$ cat src/fkil_pkg.sv
// Shared types, constants and codes for the keyed index lookup block.
// No dependencies; every other file in src except fkil_ram imports this package.
package fkil_pkg;

	// Index capacity and entry geometry
	localparam int MAX_ENTRIES = 64;
	localparam int ENTRY_BYTES = 16;
	localparam int IDX_W = (MAX_ENTRIES > 1) ? $clog2(MAX_ENTRIES) : 1;
	localparam int CNT_W = $clog2(MAX_ENTRIES + 1);

	// Field widths
	localparam int CMD_W = 2;
	localparam int SLOT_W = 6;
	localparam int WORD_W = 32;
	localparam int BYTE_W = 8;
	localparam int STATUS_W = 3;
	localparam int ECNT_W = 7;

	// Stream payload widths, rounded up to whole bytes
	localparam int S_TDATA_W = 144;
	localparam int M_TDATA_W = 104;

	// Lookup request queue between front and back
	localparam int QUEUE_DEPTH = 2;
	localparam int QPTR_W = (QUEUE_DEPTH > 1) ? $clog2(QUEUE_DEPTH) : 1;
	localparam int QCNT_W = $clog2(QUEUE_DEPTH + 1);

	// FNV-1a 32-bit constants
	localparam logic [WORD_W-1:0] FNV_BASIS = 32'd2166136261;
	localparam logic [WORD_W-1:0] FNV_PRIME = 32'd16777619;

	typedef enum logic [CMD_W-1:0] {
		CMD_WRITE  = 2'd0,
		CMD_KEY    = 2'd1,
		CMD_LOOKUP = 2'd2
	} cmd_t;

	typedef enum logic [STATUS_W-1:0] {
		ST_FOUND     = 3'd0,
		ST_MISS      = 3'd1,
		ST_EMPTY     = 3'd2,
		ST_INDEX_OOB = 3'd3,
		ST_DATA_OOB  = 3'd4
	} status_t;

	typedef enum logic [1:0] {
		REG_STORE_VALID = 2'd0,
		REG_ENTRY_COUNT = 2'd1,
		REG_INDEX_START = 2'd2,
		REG_STORE_BYTES = 2'd3
	} reg_idx_t;

	typedef enum logic {
		BK_IDLE = 1'b0,
		BK_SCAN = 1'b1
	} bk_state_t;

	typedef struct packed {
		logic              store_valid;
		logic [ECNT_W-1:0] entry_count;
		logic [WORD_W-1:0] index_start;
		logic [WORD_W-1:0] store_bytes;
	} cfg_t;

	typedef struct packed {
		cmd_t              cmd;
		logic [SLOT_W-1:0] slot;
		logic [WORD_W-1:0] slot_hash;
		logic [WORD_W-1:0] slot_offset;
		logic [WORD_W-1:0] slot_size;
		logic [BYTE_W-1:0] key_byte;
		logic [WORD_W-1:0] method_code;
	} in_item_t;

	typedef struct packed {
		logic [WORD_W-1:0] size;
		logic [WORD_W-1:0] offset;
		logic [WORD_W-1:0] hash;
	} entry_t;

	localparam int ENTRY_W = $bits(entry_t);

	typedef struct packed {
		logic               en;
		logic [IDX_W-1:0]   addr;
		entry_t             data;
	} ram_wr_t;

	typedef struct packed {
		status_t           status;
		logic [SLOT_W-1:0] hit_slot;
		logic [WORD_W-1:0] data_offset;
		logic [WORD_W-1:0] data_size;
		logic [WORD_W-1:0] key_hash;
	} result_t;

endpackage

$ cat src/fkil_back.sv
// Back part: takes queued lookup keys, checks store bounds, scans the index
// RAM in order and holds the result for the output channel. Depends on fkil_pkg.
module fkil_back (
	input  logic                        clk,
	input  logic                        arst_n,
	input  fkil_pkg::cfg_t              cfg,
	input  logic                        q_empty,
	input  logic [fkil_pkg::WORD_W-1:0] q_head,
	output logic                        pop,
	output logic                        busy,
	output logic [fkil_pkg::IDX_W-1:0]  raddr,
	input  logic [fkil_pkg::ENTRY_W-1:0] rdata,
	output logic                        out_valid,
	input  logic                        out_ready,
	output fkil_pkg::result_t           result
);
	import fkil_pkg::*;

	bk_state_t         state_q;
	bk_state_t         state_d;
	logic [WORD_W-1:0] key_q;
	logic [CNT_W-1:0]  ra_q;
	logic              vld_s1;
	logic [IDX_W-1:0]  idx_s1;
	logic              out_valid_q;
	result_t           result_q;

	entry_t            ent;
	logic [CNT_W-1:0]  n_lim;
	logic              out_free;
	logic              start;
	logic              is_empty;
	logic              idx_oob;
	logic              issue;
	logic              hit;
	logic              data_oob;
	logic              last;
	logic              ld;
	result_t           ld_res;

	assign ent      = entry_t'(rdata);
	assign out_free = !out_valid_q || out_ready;
	assign start    = (state_q == BK_IDLE) && !q_empty && out_free;
	assign busy     = (state_q != BK_IDLE);
	assign raddr    = ra_q[IDX_W-1:0];

	// Scan length is the entry count held to capacity
	assign n_lim = (32'(cfg.entry_count) > 32'(MAX_ENTRIES)) ? CNT_W'(MAX_ENTRIES)
		: CNT_W'(cfg.entry_count);

	// Store and index region bounds
	assign is_empty = !cfg.store_valid || (cfg.entry_count == '0);
	assign idx_oob  = ({1'b0, cfg.index_start} + 33'(cfg.entry_count) * 33'(ENTRY_BYTES))
		> {1'b0, cfg.store_bytes};

	// Entry compare on the registered read data
	assign issue    = (state_q == BK_SCAN) && (ra_q < n_lim);
	assign hit      = vld_s1 && (ent.hash == key_q);
	assign data_oob = ({1'b0, ent.offset} + {1'b0, ent.size}) > {1'b0, cfg.store_bytes};
	assign last     = vld_s1 && ((CNT_W'(idx_s1) + CNT_W'(1)) == n_lim);

	// Next state
	always_comb begin
		state_d = state_q;
		unique case (state_q)
			BK_IDLE: begin
				if (start && !is_empty && !idx_oob) begin
					state_d = BK_SCAN;
				end
			end
			BK_SCAN: begin
				if (hit || last) begin
					state_d = BK_IDLE;
				end
			end
			default: state_d = BK_IDLE;
		endcase
	end

	// Outputs: queue pop and result load
	always_comb begin
		pop                = 1'b0;
		ld                 = 1'b0;
		ld_res.status      = ST_MISS;
		ld_res.hit_slot    = '0;
		ld_res.data_offset = '0;
		ld_res.data_size   = '0;
		ld_res.key_hash    = key_q;
		unique case (state_q)
			BK_IDLE: begin
				pop             = start;
				ld_res.key_hash = q_head;
				if (start && is_empty) begin
					ld            = 1'b1;
					ld_res.status = ST_EMPTY;
				end else if (start && idx_oob) begin
					ld            = 1'b1;
					ld_res.status = ST_INDEX_OOB;
				end
			end
			BK_SCAN: begin
				if (hit) begin
					ld              = 1'b1;
					ld_res.hit_slot = SLOT_W'(idx_s1);
					if (data_oob) begin
						ld_res.status = ST_DATA_OOB;
					end else begin
						ld_res.status      = ST_FOUND;
						ld_res.data_offset = ent.offset;
						ld_res.data_size   = ent.size;
					end
				end else if (last) begin
					ld = 1'b1;
				end
			end
			default: begin
				pop = 1'b0;
			end
		endcase
	end

	// Control registers
	always_ff @(posedge clk or negedge arst_n) begin
		if (!arst_n) begin
			state_q     <= BK_IDLE;
			ra_q        <= '0;
			vld_s1      <= 1'b0;
			out_valid_q <= 1'b0;
		end else begin
			state_q <= state_d;
			if (start) begin
				ra_q <= '0;
			end else if (issue) begin
				ra_q <= ra_q + CNT_W'(1);
			end
			vld_s1 <= issue && !hit && !last;
			if (ld) begin
				out_valid_q <= 1'b1;
			end else if (out_ready) begin
				out_valid_q <= 1'b0;
			end
		end
	end

	// Payload registers
	always_ff @(posedge clk) begin
		if (start) begin
			key_q <= q_head;
		end
		idx_s1 <= ra_q[IDX_W-1:0];
		if (ld) begin
			result_q <= ld_res;
		end
	end

	assign out_valid = out_valid_q;
	assign result    = result_q;

endmodule

$ cat config.mk
export PLATFORM = sky130hd
export DESIGN_NAME = fkil_back
export DESIGN_NICKNAME = d
export VERILOG_FILES = /design/src/fkil_pkg.sv /design/src/fkil_back.sv
export SDC_FILE = /design/constraint.sdc
export NUM_CORES = 1
export LEC_CHECK = 0
export ABC_AREA = 0
export BUFFER_PORTS_ARGS = -buffer_cell sky130_fd_sc_hd__buf_2
export CORE_MARGIN = 1.5
export CORE_UTILIZATION = 53
export CTS_CLUSTER_SIZE = 40
export DETAILED_ROUTE_END_ITERATION = 10
export GPL_TIMING_DRIVEN = 0
export HOLD_SLACK_MARGIN = 0.03
export PLACE_DENSITY = 0.82
export SYNTH_ARGS = -nofsm -noshare
export SYNTH_HDL_FRONTEND = slang
export SYNTH_SLANG_ARGS = --single-unit
$ cat constraint.sdc
create_clock -name clk -period 6.8 [get_ports clk]
set_clock_uncertainty 0.2 [all_clocks]
set_input_delay 1.02 -clock clk [delete_from_list [all_inputs] [get_ports clk]]
set_output_delay 1.02 -clock clk [all_outputs]
set_load 0.01 [all_outputs]
* Word level (Yosys, flattened, before mapping)
Index checks and enable logic that the tools add are counted.
** Operators by class
- Add/sub/neg operators :: 4
- $mul :: 0
- Div/mod/pow operators :: 0
- Order comparisons :: 4
- Eq/ne operators :: 2
- Shift-type cells :: 0
- Multiplexer cells :: 21
- Bitwise operators :: 2
- Reduce and logical (&&, ||, !) cells :: 26
** Operator list (count)
- 2-to-1 mux 73 bit :: 1
- > comparator 33 x 32 -> 1 bit :: 2
- 2-to-1 mux 64 bit :: 1
- adder 32 x 11 -> 33 bit :: 1
- adder 32 x 32 -> 33 bit :: 1
- equality test 32 bit :: 1
- 2-to-1 mux 32 bit :: 1
- 2-to-1 mux 7 bit :: 3
- logical AND 1 bit :: 11
- 2-to-1 mux 1 bit :: 9
- adder 6 x 1 -> 7 bit (second input constant) :: 1
- adder 7 x 1 -> 7 bit (second input constant) :: 1
- equality test 7 bit :: 1
- > comparator 7 bit (second input constant) :: 1
- zero test 1 bit :: 7
- zero test 7 bit :: 1
- less-than comparator 7 bit :: 1
- case mux 3 bit (2 select lines) :: 1
- 2-to-1 mux 2 bit :: 2
- case mux 1 bit (2 select lines) :: 2
- nonzero test 2 bit :: 2
- logical OR 1 bit :: 3
- 2-to-1 mux 3 bit :: 1
- OR reduction 3 bit :: 1
- other kinds (2) :: 3
** Storage, ports and cells
- Register bits after elaboration :: 153
- Bits in latches :: 0
- Memory bits (writable) :: 0
- Memory bits (read-only) :: 0
- Input port bits :: 204
- Output and inout bits :: 114
- Memories :: 0

* Depth between registers and ports, before layout
Gate-level depths: netlist of the first run.
- Depth after elaboration :: 8
- Depth in mapped cells :: 20
- Depth with buffers taken out :: 18

* Worst setup path before layout of the first run
OpenSTA, ideal clock, no wires.
- Kind :: input to register
- Start point :: input cfg[36] (netlist name)
- End point :: register result_q, in the netlist result[0] (enable)
- Library setup time :: 0.475 ns
- Arrival time :: 6.087 ns
- Data required time :: 6.125 ns
- Path slack :: 0.038 ns
- Cell stages on the path :: 14
- Path through :: ha_1 inv_1 fa_1 nor2b_1 o31ai_1 a2111oi_1 nand2_1 xnor2_1 ha_1 nand4_1 nor3_1 o211ai_1 o21ai_1 a22o_1
** On the way
- Longest elaborated chain between the ends :: 6
** Ends and longest elaborated chain
- start, declared :: line fkil_back.sv:6 : input fkil_pkg::cfg_t cfg,
- adder 32 x 11 -> 33 bit :: line fkil_back.sv:53 : assign idx_oob = ({1'b0, cfg.index_start} + 33'(cfg.entry_count) * 33'(ENTRY_BYTES))
- > comparator 33 x 32 -> 1 bit :: line fkil_back.sv:54 : > {1'b0, cfg.store_bytes};
- logical AND 1 bit :: line fkil_back.sv:96 : end else if (start && idx_oob) begin
- 2-to-1 mux 1 bit :: line fkil_back.sv:96
- 2-to-1 mux 1 bit :: line fkil_back.sv:93 : if (start && is_empty) begin
- case mux 1 bit (2 select lines) :: line fkil_back.sv:89 : unique case (state_q)
- via ld :: line fkil_back.sv:38 : logic ld;
- end signal, assigned :: line fkil_back.sv:152 : result_q <= ld_res;
- end, declared :: line fkil_back.sv:26 : result_t result_q;
The timed path passes the listed nets, and every way through them passes these cells.
A chain may end at the register's enable or synchronous reset.

* Final worst setup path of the first run
- Start point :: input rdata[32] (netlist name)
- End point :: register result_q, in the netlist result[87] (data pin)
** On the way
- Longest elaborated chain between the ends :: 3
** Ends and longest elaborated chain
- start, declared :: line fkil_back.sv:12 : input logic [fkil_pkg::ENTRY_W-1:0] rdata,
- adder 32 x 32 -> 33 bit :: line fkil_back.sv:59 : assign data_oob = ({1'b0, ent.offset} + {1'b0, ent.size}) > {1'b0, cfg.store_bytes};
- > comparator 33 x 32 -> 1 bit :: line fkil_back.sv:59
- OR reduction 3 bit (no source line)
No other way between the ends.

==> metrics.csv, run 1 <==
stage,metric,value,unit
run_status,status,"complete, no violations",
critical_path,critical path's top delay family,compound AO/OA/AOI/OAI gates,
die,Die ar.,21300,um^2
global_route,number of antenna violations at the first check in global routing,5,
timing,FMAX,174,MHz
cts,CTS H-tree lvls,4,
critical_path,Crit Path Class,primary input to register,
logic_synthesis,Post-synth EDFFs,137,
critical_path,CP max stage delay,580,ps
worst_hold_path,Worst Hold Class,primary input to async pin,
cts,clock transition at the registers of the reported paths,70,ps
final_layout,Final Cell Area,13500,um^2
timing,smallest hold slack,241,ps
route,TritonRoute pass-1 iters,5,
flow_run,maxcap violations,0,
route,total wire length,31000,um
final_layout,most frequent cells in the layout,"buf_2, edfxtp_1, ha_1",
timing,RSZ-0062 raised after global routing,false,
logic_synthesis,synthesized cell area,10800,um^2
critical_path,Worst setup EP type,register,
route,Final ANT Viol Nets,0,
cts,"Hold-fix buffers, CTS",0,
logic_synthesis,Post-synth ARST share,0.0654,
logic_synthesis,syn nets,1296,
place,I/O Buffers,317,
global_route,GR Overflow Total,0,
timing,post-route minimum period,5750,ps
critical_path,CP max stage cell,buf_1,
timing,# setup viols final,0,
timing,Worst slew margin,0.491,
power,Max IR drop VDD,176,uV
critical_path,Crit path required time,6750,ps
global_route,total track usage,0.287,
critical_path,reg2reg setup slack,3390,ps
timing,Final Hold Violating Endpoints,0,
place,pre-CTS WS,763,ps
logic_synthesis,post-synthesis sequential area ratio,0.414,
logic_synthesis,Yosys warning count,0,
die,Die X,146,um
global_route,first-pass GRT wire length,48000,um
critical_path,CP Max Fanout,10,
die,core footprint,20200,um^2
cts,Clock Sinks,153,
cts,clk buf depth,2,
logic_synthesis,Synth Instances,979,
final_layout,share of cells above drive strength 1,0.346,
critical_path,FF-to-FF End,result[76]$_SDFFCE_PP0P_,
cts,CTS tree,yes,
power,Leakage,5.71,nW
cts,# Post-CTS Setup Buffers,0,
final_layout,area delta synth->final,24.4,%
place,RePlAce Congestion,0.908,
die,Starting Density,0.537,
cts,Root Buffer,clkbuf_16,
cts,post-cts gate resize count,0,
place,dpl hpwl,24600,um
timing,setup TNS,0,ps
critical_path,worst path cell trace,buf_2 > ha_1 > inv_1 > fa_1 > nor2b_1 > o31a_1 > o31ai_2 > o211ai_2 > o21bai_1 > nand2_1 > xor2_1 > ha_1 > nand4_1 > nor4_1 > a21oi_1 > a21oi_1 > buf_2 > buf_1 > nor4b_2,
timing,Final period util,0.845,
global_route,vias in the first global route,8993,
critical_path,"Arr. time, crit path",5700,ps
route,wire per inst,19.3,um
power,Power Density,267,nW/um^2
timing,Final WS setup,1050,ps
die,row count,52,
final_layout,"commonest non-fill, non-tap cell in the layout",buf_2,
die,Die H,146,um
critical_path,Critical Path Stages,19,
logic_synthesis,ys flop type,edfxtp_1,
timing,"Slew Viols, Final",0,
place,"Cell Area, Placed",12900,um^2
route,Initial DRC Count,768,
logic_synthesis,Yosys reg bits,153,
logic_synthesis,Mean Syn Cell Area,11.1,um^2
timing,Worst Tran Pin Value,762,ps
critical_path,crit path buf inv count,4,
die,IO Count,318,
critical_path,r2r startpoint,key_q[16]$_DFFE_PP_,
cts,TritonCTS Buffers,17,
route,vias per cell,5.77,
route,DR vias,9266,
final_layout,"Core Util, Final",0.669,
cts,clock latency on the worst-skew pair,440,ps
route,DR DRC count,0,
global_route,largest net degree at the start of global routing,70,
critical_path,Worst setup SP type,primary input,
critical_path,reg2reg path depth,9,
final_layout,fin nets,1635,
logic_synthesis,"Distinct cells, synth",71,
==> how the worst max path moves through the flow <==
| stage | to | slack, ps | start |
|---|---|---|---|
| after detailed placement | result[76]$_SDFFCE_PP0P_ | 760 | rdata[32] |
| after global routing | result[47]$_SDFFCE_PP0P_ | 770 | rdata[32] |
| after CTS | result[76]$_SDFFCE_PP0P_ | 1120 | rdata[75] |
| final | result[87]$_SDFFCE_PP0P_ | 1050 | rdata[32] |
| after floorplan | result[0]$_DFFE_PP_ | 40 | cfg[36] |
| after global placement | result[47]$_SDFFCE_PP0P_ | -1710 | cfg[65] |
==> cell usage after synthesis (7+ instances only) <==
library cell  number  area (um^2)
dfrtp_1           10          250
edfxtp_1         137         4110
and3_1            15         93.8
ha_1             111         1390
nand2b_1          10         62.6
nor2_1            48          180
xor2_1            27          236
nor4b_1           16          140
inv_1             51          191
nor4b_2           48          721
o21a_1            13         97.6
mux2_2            33          372
nor2b_1           13         81.3
clkbuf_1          23         86.3
a21oi_1           63          315
o21ai_0           29          145
a31oi_1            7         43.8
nor4_1            14         87.6
a21o_1            19          143
nand4_1           25          156
nand2_1           49          184
nor3_1            21          105
nand3_1           24          120
xnor2_1           60          526
==> state kept, by name, summed over array words and instances, names as in the netlist <==
signal     cells
result       105
key_q         32
out_valid      1
ra_q           7
vld_s1         1
busy           1
idx_s1         6
==> kinds of logic (layout without fill, tap and decap cells) <==
logic type               count (synthesis)  after routing  synth area share
AND/OR/NAND/NOR                        303            303             0.193
buffers and inverters                   96            448            0.0399
XOR/XNOR                                87             87            0.0703
adder cells (fa/ha/maj)                113            113             0.132
flip-flops                             153            153             0.414
AO/OA/AOI/OAI                          192            192             0.115
multiplexers                            35             35            0.0361
other                                    0              5                 0
==> report_power, final <==
group / total, mW / switching (mW) / internal [mW]
registers: 1.34 / 0.0994 / 1.24
clock network: 0.996 / 0.463 / 0.533
logic: 1.27 / 0.733 / 0.535
total: 3.60 / 1.30 / 2.31
==> area by class of cell <==
| cell class | instances | area (um^2) |
|---|---|---|
| multi-input cells | 730 | 5930 |
| inverters | 53 | 199 |
| repair buffers | 320 | 1670 |
| fillers | 1551 | 6680 |
| clock inverters | 15 | 196 |
| well taps | 270 | 338 |
| clock buffers | 17 | 425 |
| diodes | 5 | 12.5 |
| flip-flops and latches | 153 | 4480 |
| plain buffers | 43 | 234 |
==> stage by stage <==
step	power (mW)	cells
6_report	3.60	1606
2_1_floorplan	2.18	979
4_1_cts	3.61	1601
5_1_grt	3.79	1605
3_3_place_gp	2.56	1566
3_5_place_dp	2.61	1569
==> per-layer routing <==
layer	part of all wire	track usage	vias to the layer above
met5	0	0	-
met4	0.023	0.0848	0
met3	0.069	0.0541	46
met2	0.48	0.482	436
met1	0.43	0.378	4369
li1	-	-	4415
No activity file was read; power rests on OpenSTA's default activity.
==> run 2, diff against run 1 <==
Clock period 6.8 ns to 5.8 ns, I/O delays scaled along.
==> run 2 against run 1 <==
Compared with the run above:
- via count grew 1.2%
- critical path type unchanged
- clock-buffer cell count unchanged
- worst hold slack lost 160 ps
- clock power grew 15%
- final cell count barely moved
- die area did not move
- sequential share of layout area increased by 0.10 points
- total power is 16% higher
- non-clock buffer count shrank 1
- register-to-register slack got worse by 1100 ps
==> metrics.csv, run 2 (synthesis results as in run 1) <==
stage,metric,value,unit
run_status,status,"complete, no violations",
timing,setup TNS,0,ps
critical_path,CP max stage cell,nor4b_1,
critical_path,r2r startpoint,key_q[12]$_DFFE_PP_,
route,wire per inst,19.4,um
power,Max IR drop VDD,194,uV
final_layout,most frequent cells in the layout,"buf_2, edfxtp_1, ha_1",
power,Power Density,312,nW/um^2
die,Die ar.,21300,um^2
timing,Final WS setup,256,ps
critical_path,Crit path required time,5800,ps
critical_path,Worst setup SP type,primary input,
timing,RSZ-0062 raised after global routing,false,
critical_path,reg2reg setup slack,2280,ps
die,IO Count,318,
route,vias per cell,5.84,
critical_path,crit path buf inv count,4,
timing,Worst slew margin,0.435,
timing,post-route minimum period,5540,ps
power,Leakage,5.70,nW
timing,Final Hold Violating Endpoints,0,
critical_path,reg2reg path depth,9,
timing,Final period util,0.956,
critical_path,CP Max Fanout,10,
route,Final ANT Viol Nets,0,
critical_path,Critical Path Stages,20,
cts,CTS tree,yes,
cts,CTS H-tree lvls,4,
route,TritonRoute pass-1 iters,6,
cts,Root Buffer,clkbuf_16,
timing,# setup viols final,0,
critical_path,CP max stage delay,430,ps
final_layout,"commonest non-fill, non-tap cell in the layout",buf_2,
flow_run,maxcap violations,0,
place,pre-CTS WS,-137,ps
die,Starting Density,0.537,
global_route,vias in the first global route,9025,
cts,TritonCTS Buffers,17,
die,Die X,146,um
cts,clock transition at the registers of the reported paths,80,ps
timing,FMAX,180,MHz
critical_path,critical path's top delay family,simple AND/OR/NAND/NOR gates,
timing,"Slew Viols, Final",0,
critical_path,"Arr. time, crit path",5540,ps
global_route,number of antenna violations at the first check in global routing,5,
global_route,first-pass GRT wire length,48500,um
cts,Clock Sinks,153,
timing,Worst Tran Pin Value,843,ps
global_route,total track usage,0.290,
cts,# Post-CTS Setup Buffers,0,
critical_path,Worst setup EP type,register,
place,RePlAce Congestion,0.944,
global_route,largest net degree at the start of global routing,70,
final_layout,max reg flops,105,
worst_hold_path,Worst Hold Class,primary input to async pin,
die,row count,52,
critical_path,worst path cell trace,buf_2 > ha_1 > clkbuf_1 > nand3_1 > nor4_1 > o31ai_2 > o211ai_2 > o21bai_2 > a211o_1 > and4_1 > ha_1 > a21o_1 > a21o_1 > a21oi_1 > nand3_1 > nor4_1 > a21oi_1 > buf_2 > clkbuf_1 > nor4b_1,
cts,clk buf depth,2,
final_layout,fin nets,1634,
route,DR DRC count,0,
place,I/O Buffers,317,
global_route,GR Overflow Total,0,
route,Initial DRC Count,759,
die,Die H,146,um
critical_path,Crit Path Class,primary input to register,
final_layout,area delta synth->final,24.1,%
final_layout,share of cells above drive strength 1,0.346,
die,core footprint,20200,um^2
route,total wire length,31200,um
critical_path,FF-to-FF End,result[78]$_SDFFCE_PP0P_,
route,DR vias,9381,
place,dpl hpwl,24800,um
cts,clock latency on the worst-skew pair,430,ps
run 2: cell types whose count changed in the layout (fill, tap and decap cells not counted):
cell        change
inv_8           +4
clkinvlp_4      -1
clkinv_8        -1
bufinv_16       -1
inv_6           -1
o21bai_2        +1
buf_16          -1
o21bai_1        -1
run 2: worst max-delay path by stage:
stage	slack (ps)	to	startpoint
floorplan	330	result[0]$_DFFE_PP_	cfg[36]
global placement	-1040	result[48]$_SDFFCE_PP0P_	cfg[64]
detailed placement	-140	result[61]$_SDFFCE_PP0P_	rdata[32]
CTS	240	result[40]$_SDFFCE_PP0P_	rdata[32]
global route	60	result[40]$_SDFFCE_PP0P_	rdata[40]
finish	260	result[40]$_SDFFCE_PP0P_	rdata[44]
run 2: metal layers:
layer  GRT usage  routed length, um
met2       0.480              15000
met1       0.380              12900
met4       0.114               1050
met3      0.0500               2260
met5           0                  0
run 2: what timing repair did:
| action | in CTS | in global routing |
|---|---|---|
| endpoints found under the setup margin | 0 | 1 |
| gates resized for setup | 0 | 1 |
| hold buffers | 0 | 0 |
run 2: area by class of cell:
type,count,area [um^2]
Fill cell,1576,6720
Sequential cell,153,4480
Tap cell,270,338
Multi-Input combinational cell,730,5940
Antenna cell,5,12.5
Clock inverter,15,179
Buffer,43,234
Timing Repair Buffer,319,1640
Clock buffer,17,425
Inverter,53,199
run 2: worst reg2reg max path, stage by stage, from the launching register on:
cell      delay, ps
edfxtp_1        410
xnor2_1         200
nand4_1         150
nor4_1          610
nand3_1         260
inv_2           190
nand2_1         170
clkbuf_1        350
clkbuf_1        390
nor4b_2         400
run 2: where the power goes:
group / switching, mW / internal, mW
registers: 0.115 / 1.46
clock network: 0.559 / 0.589
logic: 0.860 / 0.617
run 2: metrics by stage:
step	hold WS, ps	utilization	cells	power, mW	instance area [um^2]
global placement	268	0.633	1566	2.98	12800
detailed placement	283	0.636	1568	3.04	12800
finish	83.5	0.667	1605	4.20	13400
global route	78.3	0.667	1604	4.42	13400
CTS	68.8	0.666	1600	4.19	13400
floorplan	220	-	979	2.54	10800
